===== config.mk =====
export PLATFORM = sky130hd
export DESIGN_NAME = psp_isqrt
export DESIGN_NICKNAME = d
export VERILOG_FILES = /design/src/rtl/psp_pkg.sv /design/src/rtl/psp_isqrt.sv
export SDC_FILE = /design/constraint.sdc
export NUM_CORES = 2
export LEC_CHECK = 0
export ABC_AREA = 0
export ABC_CLOCK_PERIOD_IN_PS = 4100
export BUFFER_PORTS_ARGS = -buffer_cell sky130_fd_sc_hd__buf_2
export CORE_ASPECT_RATIO = 1.5
export CORE_MARGIN = 3
export CORE_UTILIZATION = 55
export DETAILED_ROUTE_END_ITERATION = 16
export GPL_ROUTABILITY_DRIVEN = 0
export PLACE_DENSITY = 0.76
export SYNTH_ARGS = -nofsm -noshare
export SYNTH_HDL_FRONTEND = slang
export SYNTH_SLANG_ARGS = --single-unit

===== constraint.sdc =====
create_clock -name clk_i -period 4.1 [get_ports clk_i]
set_clock_uncertainty 0.05 [all_clocks]
set_input_delay 0.82 -clock clk_i [delete_from_list [all_inputs] [get_ports clk_i]]
set_output_delay 0.82 -clock clk_i [all_outputs]
set_load 0.005 [all_outputs]

===== src/rtl/psp_pkg.sv =====
package psp_pkg;

  localparam int unsigned CoordW    = 16;
  localparam int unsigned DistW     = 25;
  localparam int unsigned Len2W     = 33;
  localparam int unsigned MagW      = 34;
  localparam int unsigned SqW       = 2 * MagW;
  localparam int unsigned QuoW      = 51;
  localparam int unsigned RootW     = 26;
  localparam int unsigned FrontDepth = 6;
  localparam int unsigned DivDepth  = QuoW;
  localparam int unsigned SqrtDepth = RootW;
  localparam int unsigned BackDepth = DivDepth + SqrtDepth;
  localparam int unsigned PipeDepth = FrontDepth + BackDepth;

  typedef enum logic [1:0] {
    StOk      = 2'd0,
    StOutside = 2'd1,
    StZero    = 2'd2
  } status_e;

  typedef struct packed {
    logic signed [CoordW-1:0] point_x;
    logic signed [CoordW-1:0] point_y;
    logic signed [CoordW-1:0] start_x;
    logic signed [CoordW-1:0] start_y;
    logic signed [CoordW-1:0] end_x;
    logic signed [CoordW-1:0] end_y;
  } in_beat_t;

  typedef struct packed {
    logic [DistW-1:0] perp_distance;
    logic [DistW-1:0] along_distance;
    logic [1:0]       status;
  } out_beat_t;

endpackage


===== src/rtl/psp_isqrt.sv =====
module psp_isqrt (
  input  logic                      clk_i,
  input  logic                      en_i,
  input  logic [psp_pkg::QuoW-1:0]  rad_i,
  output logic [psp_pkg::RootW-1:0] root_o
);
  import psp_pkg::*;

  localparam int unsigned RadW = 2 * RootW;
  localparam int unsigned RemW = RootW + 2;

  logic [RadW-1:0]  rad_q  [SqrtDepth];
  logic [RootW-1:0] root_q [SqrtDepth];
  logic [RemW-1:0]  rem_q  [SqrtDepth];

  for (genvar g = 0; g < SqrtDepth; g++) begin : g_step
    logic [RadW-1:0]  rad_s;
    logic [RootW-1:0] root_s;
    logic [RemW-1:0]  rem_s;
    logic [RemW+1:0]  r2, trial, diff;
    logic             ge;

    if (g == 0) begin : g_first
      assign rad_s  = {{(RadW-QuoW){1'b0}}, rad_i};
      assign root_s = '0;
      assign rem_s  = '0;
    end else begin : g_next
      assign rad_s  = rad_q[g-1];
      assign root_s = root_q[g-1];
      assign rem_s  = rem_q[g-1];
    end

    assign r2    = {rem_s, rad_s[RadW-1:RadW-2]};
    assign trial = {2'b0, root_s, 2'b01};
    assign ge    = r2 >= trial;
    assign diff  = r2 - trial;

    always_ff @(posedge clk_i) begin
      if (en_i) begin
        rad_q[g]  <= {rad_s[RadW-3:0], 2'b00};
        root_q[g] <= {root_s[RootW-2:0], ge};
        rem_q[g]  <= ge ? diff[RemW-1:0] : r2[RemW-1:0];
      end
    end
  end

  assign root_o = root_q[SqrtDepth-1];

endmodule


After elaboration in Yosys (flattened, before gate mapping)
Memories as Yosys holds them, arrays and structs flattened.
Index checks and enable logic that the tools add are counted.

operators by class
  add/subtract/negate cells = 26
  order comparisons = 26
  multiplexer cells = 28

operators by type and width
  kind                 number
  $ge 30x28->1         25
  $mux 28              26
  $sub 28x28->28       25
  $mux 1               2
  $sub 1x1->2 const B  1
  $ge 1x1->1 const B   1

word-level totals
  flip-flop bits (word level) = 0
  memory bits (writable) = 2704
  input port bits = 53
  output and inout port bits = 26
  word-level logic and storage cells = 83
  memories = 3

memories
  name    words  bits a word  rd ports  clocked after memory_dff  write ports  RTL line         source
  rad_q   26     50           25        0                         26           psp_isqrt.sv:12  logic [RadW-1:0] rad_q [SqrtDepth];
  rem_q   26     28           25        0                         26           psp_isqrt.sv:14  logic [RemW-1:0] rem_q [SqrtDepth];
  root_q  26     26           26        0                         26           psp_isqrt.sv:13  logic [RootW-1:0] root_q [SqrtDepth];

Logic depth before layout (Yosys ltp)
An unclocked memory read counts as a cell.

  word-level depth = 3
  depth in mapped cells = 14
  depth with buffers taken out = 13

Worst setup path after synthesis
OpenSTA, ideal clock, no wires.

  path kind = reg-to-reg
  start point = memory rem_q[1][56] (netlist name)
  end point = memory rem_q[1][86] (netlist name) (data pin)
  library setup time = 272 ps
  data arrival time = 2778 ps
  required time = 3778 ps
  path slack = 1000 ps
  stages on the path, launching flop included = 13
  path buffers = 2
  clock period less this slack = 3100 ps
  cell sequence = edfxtp_1 -> ha_1 -> nor2b_1 -> o31a_1 -> o31ai_1 -> nand3b_1 -> o31ai_1 -> o311ai_1 -> or2_2 -> clkbuf_1 -> clkbuf_1 -> nor2_1 -> a21oi_1

RTL lines
  what                RTL line
  start: declaration  psp_isqrt.sv:14

==> qor.csv <==
metric,value,unit
Max Clock Freq,0.265,GHz
max-cap check violation count,0,
Detailed Place HPWL,107,mm
critical path cell sequence,ha_1 > o211ai_1 > a2111oi_0 > a211oi_1 > o41ai_1 > a221o_1 > a31oi_1 > o211ai_1 > nor4_1 > xor2_1,
CP Launch Type,register,
crit path from,rem_q[1][140],
initial antenna violation count,2,
reg2reg end,rem_q[1][195],
Post-synth EDFFs,1656,
crit path time final,3.78,ns
worst-skew pair later-pin latency,0.79,ns
critical path buffer and inverter count,0,
YS warnings,0,
clk root buf,clkbuf_16,
max-slew violations,0,
"area leader, netlist",edfxtp_1,
class of the worst hold path,input pin to register,
post-synthesis register bit count,1656,
fin util,61.5,%
Top delay family on crit path,compound AO/OA/AOI/OAI gates,
Routed WL,148,mm
top-count cell post-synth,edfxtp_1,
reg2reg setup slack,0.32,ns
first-pass GRT wire length,235,mm
Worst-path clk slew,0.06,ns
r2r startpoint,rem_q[1][140],
Hold WS,0.160,ns
vias per cell,5.69,
status,completed,
largest stage delay on the critical path,0.76,ns
WP data required,4.57,ns
critical path depth,10,
CTS tree,built,
Power Dens Cells,531,nW/um2
Max Root-Sink Buffers,3,
Initial Utilization,55.5,%
Synth cell types,97,
core area,138000,um2
drc violations,0,
Die W,311,um
Die Ht,463,um
largest net degree at the start of global routing,122,
Starting DRT DRC Count,3293,
Port-buffer cells,78,
post-CTS sizing,0,
layout cells sized above 1,8.22,%
overflow left after global routing,0,
H-tree Lvls,4,
Total Routing Usage GR,20.5,%
hold buffer count at cts,0,
vias in the first global route,46481,
per-cell routed wire length,18.4,um
Leak,0.0323,uW
Slew @ Worst Pin,1.14,ns
ys flop type,edfxtp_1,
Commonest cells post-synth,"1656 x edfxtp_1, 455 x inv_1, 426 x nand2_1, 376 x ha_1, 371 x a21oi_1",
WS Path Type,register to register,
CP Capture Point,rem_q[1][195],
I/O pin count,79,
RSZ-0062 raised after global routing,false,
setup bufs post-CTS,0,
final setup vio count,0,
final hold violations,0,
row count,167,
Tcrit/Tclk final,92.2,%
cell mode on critical path,o211ai_1,
Crit. End Element,register,
Vias,45994,
Initial DRT Pass Iterations,8,
Final #Nets,6516,
maximum vdd ir drop,438,uV
CTS buffer count,157,
TNS Setup,0,ns
critical path data arrival time,4.25,ns
Area contributors post-synth,"edfxtp_1 65%, ha_1 6.1%, xnor2_1 3.2%",
Clock Sinks,1656,
syn_nets,6308,
maximum fanout along the worst path,5,
cell count after synthesis,5879,
full die area,144000,um2
slowest CP cell,o41ai_1,
post-synthesis sequential area ratio,64.9,%
Synth Cell Area,76600,um2
syn avg cell area,13.0,um2
Synth top area share,64.9,%
share of synthesized flip-flops with an asynchronous set or reset,0,%
Layout area overhead,10.9,%
Rel. slew slack,23.6,%
r2r worst-path depth,10,
Post-DRT Antenna Nets,0,
==> power by group <==
| group | internal, uW | leakage, uW | switching [uW] |
|---|---|---|---|
| clock | 8220 | 0.00249 | 6260 |
| combinational | 3430 | 0.0139 | 4670 |
| sequential | 21200 | 0.0159 | 1270 |
==> cell usage in the layout, fill, tap and decap left out, types with 22 or more instances in the layout <==
cell type and instances:
nand3_1 86, o211ai_1 28, buf_4 58, o21ai_0 323, ha_1 376, nand2_1 426
or2_2 28, nand2b_1 76, edfxtp_1 1656, or3_1 49, xor2_1 258, nor2_1 355
mux2_2 49, nor3_1 144, clkinv_2 29, a31oi_1 34, or4_1 31, a21o_1 119
a21oi_1 371, clkbuf_16 161, clkbuf_1 23, o21a_1 66, and2_1 22, o21bai_1 25
a211oi_1 34, nand4_1 60, inv_1 455, and3_1 27, xnor2_1 284, o31ai_1 29
nor2b_1 59, clkinv_1 25, nor4_1 88, buf_2 77
==> worst reg2reg max path: stages, from the launching register on <==
cell	delay, ns
edfxtp_1	0.40
ha_1	0.39
o211ai_1	0.21
a2111oi_0	0.63
a211oi_1	0.19
o41ai_1	0.76
a221o_1	0.32
a31oi_1	0.13
o211ai_1	0.22
nor4_1	0.08
xor2_1	0.14
==> worst min path at each step <==
stage,from,end,slack [ns],depth (start not counted)
floorplan,rad_q[0][52],rad_q[0][104],0.35,0
global placement,rad_q[0][276],rad_q[0][328],0.35,0
detailed placement,rad_q[0][67],rad_q[0][119],0.35,0
CTS,rad_i[25],rad_q[0][25],0.07,1
global route,rad_i[15],rad_q[0][15],0.1,1
finish,rad_i[6],rad_q[0][6],0.16,1
==> layer usage <==
layer  GRT usage (%)  part of all wire (%)
met1            20.1                    35
met2            39.2                    54
met3            3.13                   4.0
met4            13.9                   7.4
met5               0                     0
==> registers in the layout, indices dropped and copies added, names as in the netlist <==
| name | count |
|---|---|
| rad_q | 650 |
| rem_q | 655 |
| root_q | 351 |
==> area by class of cell <==
class	instances	area, um2
fillers	10292	53200
flip-flops and latches	1656	49700
multi-input cells	3660	24800
clock buffers	184	4120
well taps	1859	2330
inverters	456	1710
repair buffers	156	1240
clock inverters	106	1060
diodes	3	7.51
==> cell families (layout without fill, tap and decap cells) <==
| logic type | Yosys count | count (layout) | synth area share (%) |
|---|---|---|---|
| adders and majority gates | 376 | 376 | 6.14 |
| and+or+nand+nor | 1529 | 1529 | 9.85 |
| muxes | 60 | 60 | 0.864 |
| xor gates and xnor gates | 542 | 542 | 6.20 |
| DFF | 1656 | 1656 | 64.9 |
| other | 1 | 4 | 0.00490 |
| buffers and inverters | 563 | 902 | 2.82 |
| AOI/OAI and AO/OA | 1152 | 1152 | 9.19 |
==> metrics by stage <==
step	std cells	power (uW)	cell area (um2)	worst slack, ns
5_1_grt	8078	47200	85000	0.0586
3_3_place_gp	7787	30400	79800	0.429
3_5_place_dp	7787	30800	79800	0.368
2_1_floorplan	5879	28300	76600	1.00
6_report	8080	45100	85000	0.322
4_1_cts	8077	45400	84900	0.378
(Power assumes the default switching activity.)
